## src/design/irq_lcs_pkg.sv

```systemverilog
`timescale 1ns / 1ps
// ----------------------------------------------------------------------------
// irq_lcs_pkg
// Shared types and constants of the interrupt least-count steering block.
// ----------------------------------------------------------------------------
package irq_lcs_pkg;

    // Default sizes of the counter table
    localparam int MAX_CORES_DEF  = 16;
    localparam int IRQ_LINES_DEF  = 16;
    localparam int COUNT_BITS_DEF = 64;

    // Configuration port widths and register indexes
    localparam int CFG_IDX_W  = 8;
    localparam int CFG_DATA_W = 16;

    localparam logic [CFG_IDX_W-1:0] CFG_SYMMETRIC_IO_MODE = 8'd0;
    localparam logic [CFG_IDX_W-1:0] CFG_BALANCING_ENABLE  = 8'd1;
    localparam logic [CFG_IDX_W-1:0] CFG_CORE_COUNT        = 8'd2;
    localparam logic [CFG_IDX_W-1:0] CFG_BALANCE_INTERVAL  = 8'd3;

    // Remainder unit: bits retired per cycle and remainder width
    localparam int MOD_RADIX = 4;
    localparam int REM_W     = 17;

    typedef struct packed {
        logic [3:0] core_id;
        logic [3:0] irq_line;
        logic       mode;
    } in_item_t;

    typedef struct packed {
        logic       eoi_to_local_apic;
        logic       route_valid;
        logic [3:0] route_core;
        logic       counts_cleared;
    } out_item_t;

    typedef struct packed {
        logic        symmetric_io_mode;
        logic        balancing_enable;
        logic [4:0]  core_count;
        logic [15:0] balance_interval;
    } cfg_t;

    // Classified request handed from the front to the back
    typedef struct packed {
        logic       in_range;
        logic       mode;
        logic [3:0] core_id;
        logic [3:0] irq_line;
    } cmd_t;

    typedef struct packed {
        logic init_done;
    } back_status_t;

endpackage

```

## src/design/irq_lcs_fifo.sv

```systemverilog
`timescale 1ns / 1ps
// ----------------------------------------------------------------------------
// irq_lcs_fifo
// Two-entry request queue between the front and the back.
// ----------------------------------------------------------------------------
module irq_lcs_fifo
    import irq_lcs_pkg::*;
(
    input  logic aclk,
    input  logic aresetn,
    input  logic push,
    input  cmd_t push_data,
    output logic full,
    input  logic pop,
    output cmd_t pop_data,
    output logic not_empty
);

    cmd_t       entry_reg [2];
    logic       wr_ptr_reg;
    logic       wr_ptr_next;
    logic       rd_ptr_reg;
    logic       rd_ptr_next;
    logic [1:0] fill_reg;
    logic [1:0] fill_next;

    assign full      = (fill_reg == 2'd2);
    assign not_empty = (fill_reg != 2'd0);
    assign pop_data  = entry_reg[rd_ptr_reg];

    // Advance pointers and fill level
    always_comb begin
        wr_ptr_next = wr_ptr_reg ^ push;
        rd_ptr_next = rd_ptr_reg ^ pop;
        fill_next   = fill_reg + {1'b0, push} - {1'b0, pop};
    end

    always_ff @(posedge aclk) begin
        if (!aresetn) begin
            wr_ptr_reg <= 1'b0;
            rd_ptr_reg <= 1'b0;
            fill_reg   <= 2'd0;
        end else begin
            wr_ptr_reg <= wr_ptr_next;
            rd_ptr_reg <= rd_ptr_next;
            fill_reg   <= fill_next;
        end
    end

    // Store the pushed request
    always_ff @(posedge aclk) begin
        if (push) begin
            entry_reg[wr_ptr_reg] <= push_data;
        end
    end

endmodule

```

## config.mk

```make
export PLATFORM = sky130hd
export DESIGN_NAME = irq_lcs_fifo
export DESIGN_NICKNAME = d
export VERILOG_FILES = /design/src/design/irq_lcs_pkg.sv /design/src/design/irq_lcs_fifo.sv
export SDC_FILE = /design/constraint.sdc
export NUM_CORES = 1
export LEC_CHECK = 0
export BUFFER_PORTS_ARGS = -buffer_cell sky130_fd_sc_hd__buf_2
export CAP_MARGIN = 10
export CORE_MARGIN = 2
export CORE_UTILIZATION = 40
export DETAILED_ROUTE_END_ITERATION = 10
export PLACE_DENSITY = 0.74
export SLEW_MARGIN = 20
export SYNTH_ARGS = -nofsm -noshare
export SYNTH_HDL_FRONTEND = slang
export SYNTH_SLANG_ARGS = --single-unit
```

## constraint.sdc

```tcl
create_clock -name aclk -period 1.7 [get_ports aclk]
set_clock_uncertainty 0.2 [all_clocks]
set_input_delay 0.255 -clock aclk [delete_from_list [all_inputs] [get_ports aclk]]
set_output_delay 0.255 -clock aclk [all_outputs]
set_load 0.01 [all_outputs]
```

-- Word-level counts from Yosys, hierarchy flattened
Memory sizes are Yosys's and may differ from the RTL's. A register that Yosys moved wholly into a read port is not among the register bits.
Cells that the tools add are included.
- word-level logic and storage cells: 13
- input port bits: 14
- bits in registers: 4
- output and inout port bits: 12
- RAM bits: 20
- memories: 1
- memories (name ; depth ; width ; rd ports ; clocked after memory_dff ; write ports ; line ; text):
    entry_reg ; 2 ; 10 ; 1 ; 1 ; 1 ; irq_lcs_fifo.sv:19 ; cmd_t entry_reg [2];
- reduce and logical (&&, ||, !) cells: 1
- bitwise gates (word level): 2
- multiplexer cells: 3
- add/sub/neg operators: 2
- eq/ne operators: 1
- operator list (operator ; number):
    $mux W1 ; 3
    $add A2 B1 Y2 ; 1
    $eq A2 B2 Y1 const B ; 1
    $reduce_bool A2 Y1 ; 1
    $sub A2 B1 Y2 ; 1
    $xor A1 B1 Y1 ; 2

-- Logic depth before layout (Yosys ltp)
Gate-level depths: netlist of the first run.
- depth in word-level cells: 2
- mapped depth: 6

-- Least setup slack after synthesis of the first run
OpenSTA, ideal clock, no wires.
- path type: register to register
- start: register fill_reg[0]
- end: register fill_reg[1]
- slack: 0.357 ns
- path buffers: 0
- arrival: 1.077 ns
- cell stages (with the launch flop): 7
- library setup time: 0.065 ns
- required time: 1.435 ns
- period minus slack after synthesis: 1.343 ns
- cell sequence: dfxtp_1 inv_1 ha_1 inv_1 ha_1 xnor3_1 nor2b_1
- longest elaborated chain between the ends: 2
- RTL lines (element ; line ; text):
    from (decl) ; irq_lcs_fifo.sv:24 ; logic [1:0] fill_reg;
    from (signal assigned) ; irq_lcs_fifo.sv:46 ; fill_reg <= fill_next;
    $add A2 B1 Y2 ; irq_lcs_fifo.sv:35 ; fill_next = fill_reg + {1'b0, push} - {1'b0, pop};
    $sub A2 B1 Y2 ; irq_lcs_fifo.sv:35 ;
Every way passes these cells.
A chain may end at the register's enable or synchronous reset.

==> reports/results.tsv, run 1 <==
metric	value	unit
Hold Crit Class	primary input to register	
Die W	52.9	um
hold path endpoint	wr_ptr_reg	
synth top area cells	edfxtp_1, mux2_1, dfxtp_1	
Critical Path RT	1240	ps
endpoint class of the critical path	output port	
Comb power frac	22.1	%
FF-to-FF End	fill_reg[1]	
Lkg Pwr	0.576	nW
share of layout cells above drive strength 1	44.1	%
GRT Total Usage	11.0	%
core box area	2230	um^2
post-synth design cell area	955	um^2
P per Cell Area	912	nW/um^2
Rel. slew slack	68.0	%
Clk pwr share	19.4	%
initial antenna violation count	0	
fillcell total	179	
FF-to-FF Start	fill_reg[0]	
largest net degree at the start of global routing	14	
sequential fraction of the synthesis area	73.4	%
max-cap viol count	0	
Top Ports	26	
die height	52.9	um
final setup vio count	0	
Worst Hold Launch	push	
number of port buffers	25	
Initial DRC Count	7	
Syn-to-layout area delta	43.5	%
Clock Latency Late Sink	300	ps
routability cong.	0.537	
ANT nets after route	0	
clock transition at the registers of the reported paths	110	ps
NetSw	0.272	mW
row count	17	
Sw Ratio	21.7	%
maximum fanout along the worst path	5	
CP max stage cell	dfxtp_2	
R2R depth	6	
DRC viols	0	
post-synthesis cell type count	11	
Synth area leader	edfxtp_1	
Pre-Repair DR Iteration Count	3	
Worst IR Drop VDD	0.753	mV
Avg Vias per Cell	4.46	
pins over their slew limit	0	
CP max stage delay	370	ps
diode count	0	
vias after detailed routing	540	
final total power	1.25	mW
Worst setup SP type	register	
crit share post-route	99.0	%
CTS tree	built	
max reg flops	20	
first-pass GRT wire length	2.11	mm
Final Hold Fails	0	
Slew @ Worst Pin	480	ps
post-DR wirelength/cell	11.7	um
Synth top area share	62.9	%
most frequent cells in the layout	edfxtp_1, buf_2, buf_6, dlygate4sd3_1, mux2_4	
initial core utilization	42.7	%
CP arrival	1230	ps
# clock sinks	25	
RSZ-0062 raised after global routing	yes	
register share of total power	58.5	%
final wirelength	1.42	mm
Clock Tree Root	clkbuf_4	
Clock H-tree levels	1	
grt ovf	0	
hold depth	3	
CP Class	register to output port	
R2R Setup Slk	280	ps
final-stage net count	112	
Mapped Avg Cell Area	18.4	um^2
Cells after Synth	52	
min Tclk post-route	1680	ps
Pint	0.978	mW
register bit count reported by yosys	25	
status	finished clean	
CTS Buf Count	3	
Crit path top cell by count	buf_6	
fmax	594	MHz
CP Cell Sequence	buf_6 > mux2_4 > buf_6	
TNS Setup	0	ps
Clock Tree Buf Depth	2	
post-synthesis net count	70	
die area	2790	um^2
number of global-route vias before repair	487	
YS warnings	0	
most common cell after layout, fill and taps aside	edfxtp_1	
hpwl dp	940	um
==> power groups by stage <==
stage	clock [mW]	sequential (mW)	combinational, mW
global placement	0	0.739	0.189
detailed placement	0	0.742	0.192
floorplan	0	0.737	0.122
global route	0.286	0.738	0.300
finish	0.242	0.731	0.276
CTS	0.254	0.732	0.242
==> area by class of cell <==
cell class,count,area (um^2),area share (%)
clock buffers,4,26.3,1.92
inverters,3,11.3,0.822
multi-input cells,23,275,20.1
flip-flops and latches,25,702,51.2
well taps,28,35.0,2.56
repair buffers,38,320,23.4
==> routing by layer <==
metal | vias to the layer above | wire, um | part of all wire (%) | GRT usage (%)
met3 | 2 | 76 | 5.4 | 2.54
li1 | 270 | - | - | -
met4 | 0 | 16 | 1.1 | 3.85
met2 | 17 | 719 | 51 | 18.3
met5 | - | 0 | 0 | 0
met1 | 251 | 607 | 43 | 13.9
==> worst max path at each step <==
stage / from / endpoint / slack (ps) / cells past startpoint
6_report: register / pop_data[5] / 20 / 3
5_1_grt: register / pop_data[8] / -50 / 3
4_1_cts: register / pop_data[8] / -30 / 3
3_5_place_dp: pop / fill_reg[1] / 270 / 6
3_3_place_gp: register / pop_data[8] / 290 / 3
2_1_floorplan: fill_reg[0] / fill_reg[1] / 360 / 6
==> cell families (layout without fill, tap and decap cells) <==
group	count (synthesis)	count (layout)	share of synthesized area (%)
xor gates and xnor gates	2	2	3.28
adders and majority gates	4	4	5.24
buffers and inverters	4	45	1.70
DFF	25	25	73.4
muxes	10	10	11.8
and+or+nand+nor	7	7	4.59
==> cells in the mapped netlist <==
cell type	n
or2_1	1
nor2b_1	3
inv_1	3
mux2_1	10
xnor3_1	1
edfxtp_1	20
dfxtp_1	5
and2_1	3
xor2_1	1
ha_1	4
buf_2	1
==> repair_timing <==
item                                    in CTS  in global routing
gates cloned                                 1                  0
resized for setup                           12                 12
hold buffers                                11                  0
buffers inserted                             0                  0
endpoints found under the setup margin      10                 10
hold endpoints to repair                    23                  0
==> critical path, delay by kind of cell, from the launching register on <==
kind / cells / cell delay [ps]
muxes: 1 / 310
buffers and inverters: 2 / 260
DFF: 1 / 370
==> per-stage QoR <==
stage / hold slack, ps / cell area [um^2] / utilization, % / setup slack [ps] / cells
2_1_floorplan: 154 / 955 / - / 357 / 52
3_3_place_gp: 244 / 1120 / 50.0 / 291 / 105
3_5_place_dp: 248 / 1120 / 50.0 / 275 / 105
4_1_cts: 57.7 / 1310 / 58.5 / -27.2 / 121
5_1_grt: 63.4 / 1370 / 61.3 / -49.7 / 121
6_report: 68.5 / 1370 / 61.3 / 17.7 / 121
Note: power is estimated with default switching activity, not from simulation.
==> run 2, diff against run 1 <==
REMOVE_ABC_BUFFERS = 1   (was default)
==> run 2 against run 1 <==
Sequential share of layout area up 0.38 points. Total power up 0.18%. Largest cell class unchanged. Clock-buffer cell count stayed put. First-iteration DRC count shrank 100%. Critical path depth is the same. Register-to-register slack got worse by 40 ps. Routed wire length is 2.8% higher. Highest routed layer is now met3. Via count is 2.2% lower. Non-clock buffer count shrank 1. Global-route usage about the same.
==> reports/results.tsv, run 2 (same netlist as run 1, synthesis figures left out) <==
metric	value	unit
status	finished clean	
R2R Setup Slk	240	ps
final-stage net count	111	
post-layout util	60.9	%
CTS tree	built	
initial core utilization	42.7	%
die area	2790	um^2
multi-input combinational cell area	275	um^2
Post-CTS Setup Bufs	0	
Rel. slew slack	68.3	%
Worst setup SP type	register	
max reg flops	20	
max-cap viol count	0	
Final Hold Fails	0	
dpl cell area	1120	um^2
hpwl dp	1.04	mm
Die W	52.9	um
Worst Hold Launch	aresetn	
Lkg Pwr	0.572	nW
grt ovf	0	
Clock Tree Root	clkbuf_4	
Worst Slack Setup Final	26.5	ps
CP max stage cell	dfxtp_2	
diode count	0	
final setup vio count	0	
final total power	1.25	mW
post-DR wirelength/cell	12.2	um
Clock Tree Buf Depth	2	
crit share post-route	98.4	%
dpl ws	249	ps
Crit path top cell by count	buf_6	
Top Ports	26	
most frequent cells in the layout	edfxtp_1, buf_2, buf_6, mux2_4, dlygate4sd3_1	
Clock Latency Late Sink	290	ps
Clock H-tree levels	1	
Hold Crit Class	primary input to register	
Slew @ Worst Pin	475	ps
GR peak layer	met2	
most common cell after layout, fill and taps aside	edfxtp_1	
FF-to-FF End	fill_reg[1]	
Worst IR Drop VDD	0.581	mV
CP max stage delay	360	ps
number of global-route vias before repair	518	
clock transition at the registers of the reported paths	120	ps
Syn-to-layout area delta	42.5	%
Critical Path RT	1240	ps
min Tclk post-route	1670	ps
TNS Setup	0	ps
hold depth	2	
Final Instance Area	1360	um^2
CP Cell Sequence	buf_6 > mux2_4 > buf_6	
maximum fanout along the worst path	5	
die height	52.9	um
RSZ-0062 raised after global routing	yes	
sequential cell area	702	um^2
initial antenna violation count	0	
Pre-Repair DR Iteration Count	1	
number of port buffers	25	
DRC viols	0	
Initial DRC Count	0	
share of layout cells above drive strength 1	44.6	%
endpoint class of the critical path	output port	
core box area	2230	um^2
hold path endpoint	fill_reg[1]	
CTS Buf Count	3	
routability cong.	0.620	
row count	17	
met3 Usage GRT	2.54	%
GRT Total Usage	10.9	%
R2R depth	6	
met1 Track Usage GR	13.2	%
ANT nets after route	0	
final wirelength	1.46	mm
fillcell total	175	
fmax	598	MHz
CP Class	register to output port	
P per Cell Area	920	nW/um^2
largest net degree at the start of global routing	14	
vias after detailed routing	528	
# clock sinks	25	
FF-to-FF Start	fill_reg[0]	
first-pass GRT wire length	2.17	mm
pins over their slew limit	0	
CP arrival	1220	ps
met2 Use GR	19.6	%
Avg Vias per Cell	4.40	
## run 2: cell count changes in the layout (fill, tap and decap cells not counted)
| cell | change |
|---|---|
| dlygate4sd3_1 | -1 |
## run 2: per-stage QoR
| step | hold slack, ps | cells |
|---|---|---|
| floorplan | 154 | 51 |
| global placement | 245 | 106 |
| detailed placement | 249 | 106 |
| CTS | 5.28 | 120 |
| global route | 0.272 | 120 |
| finish | 7.95 | 120 |
## run 2: worst max-delay path by stage
| stage | slack, ps | startpoint | end | cells past startpoint |
|---|---|---|---|---|
| 6_report | 30 | register | pop_data[2] | 3 |
| 5_1_grt | -30 | register | pop_data[3] | 3 |
| 4_1_cts | -5 | register | pop_data[9] | 3 |
| 3_5_place_dp | 250 | pop | fill_reg[1] | 6 |
| 3_3_place_gp | 300 | pop | fill_reg[1] | 6 |
| 2_1_floorplan | 350 | register | pop_data[0] | 1 |
## run 2: per-layer routing
| layer | wire length, um | part of all wire [%] |
|---|---|---|
| met1 | 600 | 41 |
| met5 | 0 | 0 |
| met3 | 74 | 5.1 |
| met2 | 785 | 54 |
| met4 | 0 | 0 |
## run 2: what timing repair did
item	4_1_cts	5_1_grt
setup endpoints to repair	10	10
endpoints found under the hold margin	20	0
resized for setup	9	14
hold buffers	10	0
## run 2: final cells by class
type | instances | area share [%]
Multi-Input combinational cell | 23 | 20.2
Tap cell | 28 | 2.58
Clock buffer | 4 | 1.93
Timing Repair Buffer | 37 | 22.8
Inverter | 3 | 0.828
Sequential cell | 25 | 51.6
## run 2: critical path: cells and delay by family (launching register included)
| kind | cells | cell delay, ps |
|---|---|---|
| flops | 1 | 360 |
| mux | 1 | 310 |
| buf+inv | 2 | 250 |
## run 2: report_power, final
group          total [mW]  internal (mW)  switching, mW
Clock               0.241         0.0912          0.149
Sequential          0.731          0.712         0.0196
Combinational       0.280          0.175          0.105
Total                1.25          0.977          0.274
==> run 3, diff against run 2 <==
PLACE_DENSITY = default   (was 0.74)
==> run 3 against run 2 <==
Critical endpoint unchanged. The flow now finishes with violations (setup timing). Total power grew 0.84%. Sequential power is essentially flat. Sequential cell count is the same. Die area is the same. Sequential share of layout area shrank 0.38 points.
==> reports/results.tsv, run 3 (same netlist as run 1, synthesis figures left out) <==
metric	value	unit
Worst IR Drop VDD	0.509	mV
met3 Usage GRT	1.98	%
pins over their slew limit	0	
Worst setup SP type	register	
P per Cell Area	921	nW/um^2
first-pass GRT wire length	2.11	mm
CTS Buf Count	3	
Rel. slew slack	66.3	%
Slew @ Worst Pin	506	ps
failing checks	setup timing	
Final Hold Fails	0	
met1 Track Usage GR	12.1	%
routability cong.	0.596	
Initial DRC Count	4	
most frequent cells in the layout	edfxtp_1, buf_2, buf_6, dlygate4sd3_1, mux2_4	
Top Ports	26	
Critical Path RT	1240	ps
Clock Tree Root	clkbuf_4	
CP arrival	1260	ps
post-DR wirelength/cell	11.9	um
grt ovf	0	
# clock sinks	25	
most common cell after layout, fill and taps aside	edfxtp_1	
Pre-Repair DR Iteration Count	2	
fmax	585	MHz
met2 Use GR	20.0	%
max reg flops	20	
die height	52.9	um
die area	2790	um^2
Clock H-tree levels	1	
max-cap viol count	0	
Hold Crit Class	primary input to register	
Worst Slack Setup Final	-10.7	ps
core box area	2230	um^2
GR peak layer	met2	
fillcell total	177	
final wirelength	1.44	mm
CP Class	register to output port	
DRC viols	0	
Avg Vias per Cell	4.43	
share of layout cells above drive strength 1	44.1	%
number of global-route vias before repair	513	
Clock Tree Buf Depth	2	
Post-CTS Setup Bufs	0	
initial core utilization	42.7	%
final setup vio count	6	
CTS tree	built	
number of port buffers	25	
RSZ-0062 raised after global routing	yes	
vias after detailed routing	536	
row count	17	
Lkg Pwr	0.576	nW
Final Hold Slack	46.8	ps
dpl ws	286	ps
status	complete, but fails checks	
GRT Total Usage	11.3	%
min Tclk post-route	1710	ps
ANT nets after route	0	
final-stage net count	112	
initial antenna violation count	0	
diode count	0	
maximum fanout along the worst path	6	
Worst Hold Launch	push	
largest net degree at the start of global routing	14	
clock transition at the registers of the reported paths	130	ps
crit share post-route	101	%
Syn-to-layout area delta	43.5	%
Die W	52.9	um
Clock Latency Late Sink	300	ps
endpoint class of the critical path	output port	
FF-to-FF Start	fill_reg[0]	
## run 3: cell types whose count changed in the layout (fill, tap and decap cells not counted), sizes merged
cell / before / now
dlygate4sd3: 10 / 11
## run 3: cell type report
type / instances / area, um^2 / area share, %
multi-input cells: 23 / 275 / 20.1
well taps: 28 / 35.0 / 2.56
clock buffers: 4 / 26.3 / 1.92
inverters: 3 / 11.3 / 0.822
repair buffers: 38 / 320 / 23.4
flip-flops and latches: 25 / 702 / 51.2
## run 3: per-layer routing
metal | wire, um | up-vias
met5 | 0 | -
li1 | - | 268
met1 | 646 | 247
met2 | 682 | 17
met4 | 33 | 0
met3 | 74 | 4
## run 3: worst paths after layout
check / end / slack (ps) / depth (start not counted)
max: pop_data[2] / -10 / 3
min: wr_ptr_reg / 50 / 3
max reg2reg: fill_reg[1] / 300 / 6
min reg2reg: wr_ptr_reg / 360 / 3
## run 3: what timing repair did
item,in CTS,in global routing
gates cloned,0,0
setup endpoints to repair,10,10
hold endpoints to repair,21,0
hold buffers,11,0
gates resized for setup,6,17
## run 3: per-stage QoR
step | instances | TNS, ps | utilization, % | cell area [um^2] | power [mW]
3_3_place_gp | 106 | 0 | 50.4 | 1120 | 0.935
2_1_floorplan | 51 | 0 | - | 950 | 0.857
6_report | 121 | -25.2 | 61.3 | 1370 | 1.26
5_1_grt | 121 | -447 | 61.3 | 1370 | 1.32
3_5_place_dp | 106 | 0 | 50.4 | 1120 | 0.937
4_1_cts | 121 | -112 | 57.5 | 1280 | 1.21
## run 3: power by group
part | switching (mW) | internal (mW) | total, mW
Sequential | 0.0183 | 0.712 | 0.730
Clock | 0.165 | 0.0915 | 0.256
Combinational | 0.101 | 0.175 | 0.276
Total | 0.284 | 0.978 | 1.26
## run 3: critical path: stages, from the launching register on
cell     delay [ps]
dfxtp_2         370
buf_6           140
mux2_4          310
buf_6           120
